==> src/design/hdrtm_pkg.sv <==
// Shared types and constants of the HDR tone map and gamma pixel pipeline.
package hdrtm_pkg;

  localparam int unsigned FRAC_BITS_DEF     = 16;
  localparam int unsigned GAMMA_ENTRIES_DEF = 1024;

  localparam int unsigned SUM_W      = 32;
  localparam int unsigned OUT_W      = 24;
  localparam int unsigned SPP_W      = 16;
  localparam int unsigned CFG_DATA_W = 16;
  localparam int unsigned RECIP_W    = 33;

  localparam logic [OUT_W-1:0] OUT_MAX = {OUT_W{1'b1}};

  typedef enum logic [0:0] {
    CFG_SAMPLES = 1'b0,
    CFG_TONE_EN = 1'b1
  } cfg_reg_e;

  typedef struct packed {
    logic [SUM_W-1:0] red_sum;
    logic [SUM_W-1:0] green_sum;
    logic [SUM_W-1:0] blue_sum;
  } pix_in_t;

  typedef struct packed {
    logic [OUT_W-1:0] red_out;
    logic [OUT_W-1:0] green_out;
    logic [OUT_W-1:0] blue_out;
  } pix_out_t;

  // Status of the reciprocal unit toward the datapath.
  typedef struct packed {
    logic               busy;
    logic [RECIP_W-1:0] value;
  } recip_t;

endpackage

==> src/design/hdrtm_recip.sv <==
// Sample count register and bit-serial reciprocal divider.
module hdrtm_recip (
  input  logic                                clk_i,
  input  logic                                rst_ni,
  input  logic                                cfg_we_i,
  input  hdrtm_pkg::cfg_reg_e                 cfg_idx_i,
  input  logic [hdrtm_pkg::CFG_DATA_W-1:0]    cfg_wdata_i,
  output hdrtm_pkg::recip_t                   recip_o
);
  import hdrtm_pkg::*;

  localparam int unsigned QW = SUM_W;
  localparam int unsigned CW = $clog2(QW);

  logic               busy_q;
  logic [CW-1:0]      cnt_q;
  logic [RECIP_W-1:0] recip_q;
  logic [SPP_W-1:0]   div_q;
  logic [SPP_W-1:0]   rem_q;
  logic [QW-1:0]      quo_q;

  logic               start;
  logic [SPP_W:0]     trial;
  logic               ge;
  logic [QW-1:0]      quo_d;
  logic [SPP_W-1:0]   rem_d;

  assign start = cfg_we_i && (cfg_idx_i == CFG_SAMPLES);

  // ceil(2^32 / n) = floor((2^32 - 1) / n) + 1; dividend bits are all ones
  assign trial = {rem_q, 1'b1};
  assign ge    = trial >= {1'b0, div_q};
  assign rem_d = ge ? SPP_W'(trial - {1'b0, div_q}) : trial[SPP_W-1:0];
  assign quo_d = {quo_q[QW-2:0], ge};

  always_ff @(posedge clk_i or negedge rst_ni) begin
    if (!rst_ni) begin
      busy_q  <= 1'b0;
      cnt_q   <= '0;
      recip_q <= RECIP_W'(1) << SUM_W;
    end else if (start) begin
      busy_q <= 1'b1;
      cnt_q  <= '0;
    end else if (busy_q) begin
      cnt_q <= cnt_q + CW'(1);
      if (cnt_q == CW'(QW - 1)) begin
        busy_q  <= 1'b0;
        recip_q <= RECIP_W'(quo_d) + RECIP_W'(1);
      end
    end
  end

  always_ff @(posedge clk_i) begin
    if (start) begin
      div_q <= (cfg_wdata_i[SPP_W-1:0] == '0) ? SPP_W'(1) : cfg_wdata_i[SPP_W-1:0];
      rem_q <= '0;
      quo_q <= '0;
    end else if (busy_q) begin
      rem_q <= rem_d;
      quo_q <= quo_d;
    end
  end

  assign recip_o = '{busy: busy_q, value: recip_q};

endmodule

==> config.mk <==
export PLATFORM = sky130hd
export DESIGN_NAME = hdrtm_recip
export DESIGN_NICKNAME = d
export VERILOG_FILES = /design/src/design/hdrtm_pkg.sv /design/src/design/hdrtm_recip.sv
export SDC_FILE = /design/constraint.sdc
export NUM_CORES = 1
export LEC_CHECK = 0
export BUFFER_PORTS_ARGS = -buffer_cell sky130_fd_sc_hd__buf_2
export CORE_MARGIN = 3
export CORE_UTILIZATION = 45
export CTS_CLUSTER_DIAMETER = 50
export DETAILED_ROUTE_END_ITERATION = 8
export MAX_ROUTING_LAYER = met4
export PLACE_DENSITY_LB_ADDON = 0.2
export SLEW_MARGIN = 20
export SYNTH_ARGS = -nofsm -noshare
export SYNTH_HDL_FRONTEND = slang
export SYNTH_SLANG_ARGS = --single-unit
==> constraint.sdc <==
create_clock -name clk_i -period 3.4 [get_ports clk_i]
set_input_delay 0.17 -clock clk_i [delete_from_list [all_inputs] [get_ports clk_i]]
set_output_delay 0.17 -clock clk_i [all_outputs]
set_load 0.05 [all_outputs]
======== After elaboration in Yosys (flattened, before gate mapping) ========
Cells that the tools add are included.
operators by class
  add/subtract/negate cells ............... 3
  magnitude comparators ................... 1
  eq/ne operators ......................... 1
  multiplexer cells ....................... 6
  bitwise gates (word level) .............. 2
  reduce and logical (&&, ||, !) cells .... 4
operators by type and width
  kind                                           number
  adder 32 x 1 -> 33 bit, second input constant  1
  greater-or-equal comparator 17 x 16 -> 1 bit   1
  zero test 16 bit                               1
  2-to-1 mux 16 bit                              1
  subtractor 16 bit                              1
  2-to-1 mux 5 bit                               2
  adder 5 x 1 -> 5 bit, second input constant    1
  equality test 5 bit, second input constant     1
  2-to-1 mux 1 bit                               3
  AND reduction 3 bit                            1
  inverter 1 bit                                 2
  nonzero test 2 bit                             1
  logical AND 1 bit                              1
word-level totals
  bits in registers ....................... 102
  bits of input ports ..................... 20
  output and inout bits ................... 34
  logic and storage cells ................. 23

======== Longest topological paths before layout ========
Gate-level depths: netlist of run 1.
  depth after elaboration ................. 4
  mapped depth ............................ 16
  mapped depth without buffers ............ 13

======== Worst setup path before layout of run 1 ========
No wires, ideal clock.
  path kind ............................... register to register
  start point ............................. register div_q[1]
  end point ............................... register recip_q[30]
  setup time .............................. 0.083 ns
  arrival ................................. 2.931 ns
  slack ................................... 0.386 ns
  stages on the path, launching flop included .. 16
  cells stage by stage .................... edfxtp_1 -> ha_1 -> fa_1 -> nand2b_1 -> a21oi_1 -> o21ai_1 -> and2_1 -> buf_6 -> inv_2 -> buf_2 -> ha_1 -> and3_1 -> clkbuf_1 -> nand4_1 -> xor2_1 -> o21ai_0
on the way
  longest elaborated chain between the ends .. 2
RTL lines
  element                                       RTL line           source
  start, declared                               hdrtm_recip.sv:18  logic [SPP_W-1:0] div_q;
  start signal, assigned                        hdrtm_recip.sv:55  div_q <= (cfg_wdata_i[SPP_W-1:0] == '0) ? SPP_W'(1) : cfg_wdata_i[SPP_W-1:0];
  greater-or-equal comparator 17 x 16 -> 1 bit  hdrtm_recip.sv:32  assign ge = trial >= {1'b0, div_q};
  named net ge                                  hdrtm_recip.sv:24  logic ge;
  adder 32 x 1 -> 33 bit                        hdrtm_recip.sv:48  recip_q <= RECIP_W'(quo_d) + RECIP_W'(1);
  end signal, assigned                          hdrtm_recip.sv:40  recip_q <= RECIP_W'(1) << SUM_W;
  end signal, assigned                          hdrtm_recip.sv:48
  end, declared                                 hdrtm_recip.sv:17  logic [RECIP_W-1:0] recip_q;
The timed path passes the listed nets, and every way through them passes these cells.
A chain may end at the register's enable or synchronous reset.

======== Final worst setup path of run 1 ========
  start point ............................. register rem_q[0]
  end point ............................... register recip_q[26]
on the way
  longest elaborated chain between the ends .. 2
RTL lines
  element                                       RTL line           source
  start, declared                               hdrtm_recip.sv:19  logic [SPP_W-1:0] rem_q;
  start signal, assigned                        hdrtm_recip.sv:59  rem_q <= rem_d;
  greater-or-equal comparator 17 x 16 -> 1 bit  hdrtm_recip.sv:32
  adder 32 x 1 -> 33 bit                        hdrtm_recip.sv:48
Every way passes these cells.

==> out/metrics.yaml, run 1 <==
run_status: "complete, no violations"
critPathBufInv: 2
path_class: "reg2reg"
final_util: 0.529
drc_errors: 0
antenna_found_initial: 0
path_depth: 13
timing.critical_path.cells: "inv_1 > ha_1 > fa_1 > nand2b_1 > a21oi_1 > o21ai_1 > and2_1 > inv_2 > ha_1 > and3_1 > nand4_1 > xor2_1 > o21ai_0"
avgSynthCellArea_um2: 9.14
num_vias: 4072
syn-cell-area_um2: 5280
vias_per_cell: 5.43
drive_gt1_frac: 0.143
drt-pass1-iter-count: 4
die_area_um2: 13100
fmax_mhz: 343
cap_viol_max_count: 0
cellPowerDensity_nw_per_um2: 676
fin_crit_sh: 0.857
fin_skew_ns: 0.0123
grt_pass1_wl_um: 18600
num_io_pins: 54
cts_sinks: 102
first_iter_violations: 230
drv_slew: 0
critPathLaunchType: "flip-flop"
rsz0062_at_grt: "false"
worst_pin_slew_ns: 0.903
cts_tree: "yes"
ys.flop_type: "dfxtp_1"
setup_viol: 0
ff2ff_path_depth: 13
yosysUniqueCellTypes: 60
slew_headroom: 0.398
tns_ns: 0
hold_class: "in2reg"
critPathMaxFanout: 7
p_leak_nw: 2.75
dp_hpwl_um: 7780
period_minus_slack_ns: 2.91
ys_async_sr_fraction: 0.382
clk_pin_slew_ns: 0.07
synthToLayoutAreaGrowth_pct: 11.6
overflow: 0
cts.htree.levels: 3
final-hold-violation-count: 0
cp_slowest_cell: "and3_1"
root_buffer: "clkbuf_16"
yosysSeqAreaShare: 0.455
synth_nets: 616
finalNetCount: 644
core_um2: 11100
yosys_warnings: 0
grt_usage: 0.181
cp-end-kind: "flip-flop"
cp_common_cell: "ha_1"
cts_setup_buffers: 0
crit_required_ns: 3.67
antenna_cells: 0
numCtsBuffers: 9
grt_max_degree: 40
clkLatencyLatePin_ns: 0.35
grt_pass1_vias: 3865
slowest_delay_ns: 0.41
fillers: 1013
clock_path_buffers: 2
postRouteWirelength_um: 10900
finalPower_mw: 3.98
synth_cells: 577
ys_ff_latch: 102
whs_path_depth: 1
postRouteAntennaNets: 0
cp.arrival_ns: 3.18
cp_top_family: "simple AND/OR/NAND/NOR gates"
die-width_um: 114
vdd_drop_max_mv: 0.359
mostFrequentLayoutCells: "nand2_1 (63), nor2_1 (54), buf_2 (53)"
initial_core_util: 0.474
io_buffers: 53
synth_edf_count: 16
die_y_um: 114
layout_commonest_cell: "nand2_1"
routabilityCongestion: 0.838
wire_per_inst_um: 14.6
core.rowCount: 38
[report_power, final]
group	switching (mW)	total [mW]	internal [mW]
Combinational	0.851	1.42	0.569
Sequential	0.153	1.57	1.42
Clock	0.441	0.987	0.546
[state kept, by name, summed over array words and instances (netlist names)]
| register | count |
|---|---|
| busy_q | 1 |
| div_q | 16 |
| rem_q | 16 |
| recip_q | 33 |
| quo_q | 31 |
| cnt_q | 5 |
[kinds of logic (layout without fill, tap and decap cells)]
group | count (synthesis) | in the layout | synth area share
fa+ha+maj | 19 | 19 | 0.0465
simple gates | 189 | 189 | 0.167
xor+xnor | 32 | 32 | 0.0531
flops | 102 | 102 | 0.455
compound gates | 126 | 126 | 0.157
buf+inv | 75 | 108 | 0.0569
mux | 34 | 34 | 0.0645
[final timing paths]
kind | startpoint | endpoint | slack (ns)
setup / recovery | rem_q[0]$_SDFFE_PP0P_ | recip_q[26]$_DFFE_PN0P_ | 0.49
hold / removal | cfg_wdata_i[14] | div_q[14]$_SDFFCE_PN0P_ | 0.02
setup reg to reg | rem_q[0]$_SDFFE_PP0P_ | recip_q[26]$_DFFE_PN0P_ | 0.49
hold reg to reg | recip_q[19]$_DFFE_PN0P_ | recip_q[19]$_DFFE_PN0P_ | 0.47
max in group asynchronous | rst_ni | busy_q$_DFF_PN0_ | 2.30
min in group asynchronous | rst_ni | recip_q[6]$_DFFE_PN0P_ | 0.49
[cell usage after synthesis (2+ instances only)]
cell | number | area, um2
a2111oi_2 | 2 | 30.0
a211oi_1 | 8 | 60.1
a21boi_0 | 2 | 15.0
a21o_1 | 4 | 30.0
a21oi_1 | 14 | 70.1
a31oi_1 | 14 | 87.6
a32oi_1 | 3 | 26.3
and2_1 | 4 | 25.0
and3_1 | 13 | 81.3
and4_1 | 2 | 17.5
buf_2 | 6 | 30.0
clkbuf_1 | 38 | 143
dfrtp_1 | 38 | 951
dfxtp_1 | 47 | 941
edfxtp_1 | 16 | 480
ha_1 | 18 | 225
inv_1 | 28 | 105
mux2i_1 | 34 | 340
nand2_1 | 63 | 236
nand2b_1 | 4 | 25.0
nand3_1 | 23 | 115
nand4_1 | 9 | 56.3
nor2_1 | 54 | 203
nor3_1 | 4 | 20.0
nor4_1 | 3 | 18.8
o2111ai_1 | 2 | 17.5
o21a_1 | 6 | 45.0
o21ai_0 | 45 | 225
o21ai_1 | 3 | 15.0
o22ai_1 | 2 | 12.5
o311ai_0 | 3 | 26.3
o31ai_1 | 3 | 22.5
o32ai_1 | 3 | 26.3
or3_1 | 3 | 18.8
xnor2_1 | 14 | 123
xor2_1 | 18 | 158
[layout make-up]
type / instances / area, um2 / area share
Inverter: 29 / 109 / 0.0185
Tap cell: 140 / 175 / 0.0297
Clock buffer: 14 / 265 / 0.0450
Timing Repair Buffer: 63 / 343 / 0.0582
Clock inverter: 2 / 15.0 / 0.00255
Sequential cell: 102 / 2400 / 0.408
Multi-Input combinational cell: 400 / 2580 / 0.438
[per-stage QoR]
stage	area, um2	hold slack, ns	setup slack [ns]	std cells
floorplan	5280	-0.126	0.386	577
global placement	5600	0.330	0.577	733
detailed placement	5600	0.352	0.479	733
CTS	5890	0.00470	0.475	750
global route	5890	0.00488	0.260	750
finish	5890	0.0162	0.486	750
[per-layer routing]
metal	global-route usage	part of all wire	up-vias
met5	-	0	-
met4	0.0721	0.016	0
met3	0.0312	0.032	13
met2	0.258	0.44	63
met1	0.257	0.51	1908
li1	-	-	2088
[timing repair]
item | CTS | global route
resized for setup | 0 | 0
hold buffers | 1 | 0
endpoints found under the setup margin | 0 | 0
hold endpoints to repair | 38 | 0
No activity file was read; power rests on OpenSTA's default activity.
==> run 2: changes to the inputs <==
--- a/config.mk
+++ b/config.mk
@@ -5,8 +5,9 @@
 export SDC_FILE = /design/constraint.sdc
 export NUM_CORES = 1
 export LEC_CHECK = 0
+export ABC_AREA = 1
 export BUFFER_PORTS_ARGS = -buffer_cell sky130_fd_sc_hd__buf_2
-export CORE_MARGIN = 3
+export CORE_MARGIN = 1.5
 export CORE_UTILIZATION = 45
 export CTS_CLUSTER_DIAMETER = 50
 export DETAILED_ROUTE_END_ITERATION = 8
==> out/metrics.yaml, run 2 <==
run_status: "finished with violations"
violations: "hold timing"
num_vias: 4540  # +11%
clk_pin_slew_ns: 0.07  # about the same
syn-cell-area_um2: 5310  # +0.69%
crit_required_ns: 3.63  # -0.04 ns
synth_edf_count: 16  # unchanged
clkLatencyLatePin_ns: 0.34  # about the same
yosysUniqueCellTypes: 46  # -23%
register_area_um2: 2400  # about the same
synthToLayoutAreaGrowth_pct: 12.1
cp-end-kind: "flip-flop"
io_buffers: 53  # unchanged
slew_headroom: 0.392  # -0.00597
fin_crit_sh: 0.907  # +0.0498
antenna_cells: 0  # unchanged
die_area_um2: 12500  # -4.5%
critPathLaunchType: "flip-flop"
cts_tree: "yes"
hold_class: "in2async"
period_minus_slack_ns: 3.08  # +0.169 ns
synth_common_cells: "nand2_1 (185), inv_1 (81), dfxtp_1 (47)"
wire_per_inst_um: 14.7  # +0.66%
postRouteAntennaNets: 0  # unchanged
root_buffer: "clkbuf_16"
yosys.area.top_type: "dfrtp_1"
multi_input_area_um2: 2440  # -5.5%
critPathMaxFanout: 5  # -2
numCtsBuffers: 9  # unchanged
drt-pass1-iter-count: 4  # unchanged
top_regs: "recip_q x33, quo_q x31"
tns_ns: 0  # unchanged
die-width_um: 112  # -2.3%
grt_max_degree: 46  # +15%
grt_pass1_wl_um: 21100  # +14%
drv_slew: 0  # unchanged
initial_core_util: 0.463  # -0.0110
fillers: 1158  # +14%
finalPower_mw: 3.82  # -4.0%
overflow: 0  # unchanged
timing.critical_path.cells: "ha_1 > fa_1 > nand3b_1 > nand2_1 > nand2_1 > nand2_1 > nand2_1 > nand2_4 > ha_1 > nand3_2 > nor2_1 > inv_2 > nor2_1 > nand2_1 > xor2_1 > nand2_1 > nand2_1"
first_iter_violations: 306  # +33%
p_leak_nw: 2.76  # +0.32%
synth_nets: 722  # +17%
setup_viol: 0  # unchanged
cp_common_cell: "nand2_1"
cap_viol_max_count: 0  # unchanged
routabilityCongestion: 0.935  # +12%
regToRegStartpoint: "div_q[1]$_SDFFCE_PN0P_"
drc_errors: 0  # unchanged
finalNetCount: 759  # +18%
regMostFlops: "recip_q"
cts_sinks: 102  # unchanged
mostFrequentLayoutCells: "nand2_1 (185), inv_1 (81), buf_2 (53)"
cp_top_family: "simple AND/OR/NAND/NOR gates"
crit_path_start: "div_q[1]$_SDFFCE_PN0P_"
fin_skew_ns: 0.00517  # -0.00714 ns
yosys_warnings: 0  # unchanged
cp.arrival_ns: 3.31  # +0.13 ns
cts_setup_buffers: 0  # unchanged
core_um2: 11500  # +3.1%
critPathBufInv: 1  # -1
worst_pin_slew_ns: 0.912  # +0.00895 ns
core.rowCount: 39  # +2.6%
drive_gt1_frac: 0.134  # -0.00883
layout_commonest_cell: "nand2_1"
vdd_drop_max_mv: 0.493  # +37%
slowest_delay_ns: 0.40  # about the same
ys.flop_type: "dfxtp_1"
yosysSeqAreaShare: 0.452  # -0.00311
cts.htree.levels: 3  # unchanged
synth.top_cell.area_share: 0.179  # -0.00123
ys_async_sr_fraction: 0.382  # unchanged
grt_pass1_vias: 4300  # +11%
path_class: "reg2reg"
grt_usage: 0.217  # +0.0359
vias_per_cell: 5.23  # -3.7%
synthTopCellsByArea: "dfrtp_1 (18%), dfxtp_1 (18%), nand2_1 (13%), edfxtp_1 (9.0%), inv_1 (5.7%)"
num_io_pins: 54  # unchanged
avgSynthCellArea_um2: 7.78  # -15%
postRouteWirelength_um: 12700  # +16%
largest_reg_flops: 33  # unchanged
fin_hold_ws_ns: -0.0419  # -0.0581 ns
fmax_mhz: 324  # -5.5%
antenna_found_initial: 0  # unchanged
final-hold-violation-count: 38  # +38
dp_hpwl_um: 9460  # +22%
cts_resized: 0  # unchanged
ys_ff_latch: 102  # unchanged
rsz0062_at_grt: "false"
cellPowerDensity_nw_per_um2: 642  # -5.1%
synth_cells: 683  # +18%
cp_slowest_cell: "fa_1"
die_y_um: 112  # -2.3%
clock_path_buffers: 2  # unchanged
synth_most_common_cell: "nand2_1"
cts_hold_buf: 0  # -1
run 2: cell count changes after synthesis, moves of 13 or more:
cell	before	now
a31oi_1	14	1
o21ai_0	45	25
mux2i_1	34	0
and3_1	13	0
o22ai_1	2	32
nor2_1	54	38
inv_1	28	81
nand2_1	63	185
run 2: stage by stage:
step	hold slack [ns]	util	cells	setup slack (ns)	cell area [um2]
global placement	0.350	0.494	852	0.453	5670
finish	-0.0419	0.519	868	0.316	5950
detailed placement	0.360	0.494	852	0.358	5670
floorplan	-0.126	-	683	0.446	5310
global route	0.0127	0.519	868	0.0543	5950
CTS	0.0000854	0.519	868	0.346	5950
run 2: layer usage:
layer | global-route usage | part of all wire | vias to the layer above
li1 | - | - | 2303
met1 | 0.316 | 0.52 | 2141
met2 | 0.317 | 0.43 | 84
met3 | 0.0272 | 0.036 | 12
met4 | 0.0641 | 0.013 | 0
met5 | - | 0 | -
run 2: worst register-to-register path: stages (launching register included):
cell and delay [ns]:
edfxtp_1 0.38, ha_1 0.23, fa_1 0.40, nand3b_1 0.17
nand2_1 0.13, nand2_1 0.07, nand2_1 0.11, nand2_1 0.10
nand2_4 0.08, ha_1 0.18, nand3_2 0.15, nor2_1 0.21
inv_2 0.09, nor2_1 0.27, nand2_1 0.12, xor2_1 0.15
nand2_1 0.05, nand2_1 0.06
run 2: final timing paths:
path	to	slack, ns	cells after the start
max	recip_q[30]$_DFFE_PN0P_	0.32	17
min	recip_q[20]$_DFFE_PN0P_	-0.04	1
max reg2reg	recip_q[30]$_DFFE_PN0P_	0.32	17
min reg2reg	recip_q[13]$_DFFE_PN0P_	0.48	2
max in group asynchronous	recip_q[25]$_DFFE_PN0P_	2.87	1
min in group clk_i	div_q[3]$_SDFFCE_PN0P_	0.02	1
run 2: logic make-up after synthesis:
group / after synthesis / synth area share
AOI/OAI and AO/OA: 108 / 0.116
and+or+nand+nor: 308 / 0.258
xor gates and xnor gates: 24 / 0.0396
DFF: 102 / 0.452
adders and majority gates: 19 / 0.0462
buffers and inverters: 122 / 0.0890
run 2: final cells by class:
cell class / count / area share
Multi-Input combinational cell: 459 / 0.410
Sequential cell: 102 / 0.403
Inverter: 88 / 0.0555
Timing Repair Buffer: 60 / 0.0534
Clock buffer: 14 / 0.0460
Tap cell: 143 / 0.0301
Clock inverter: 2 / 0.00210
run 2: power breakdown:
group	leakage, nW	internal, mW	total (mW)	switching, mW
registers	1.07	1.40	1.53	0.133
logic	1.55	0.496	1.29	0.790
clock network	0.144	0.559	1.00	0.443
total	2.76	2.45	3.82	1.37
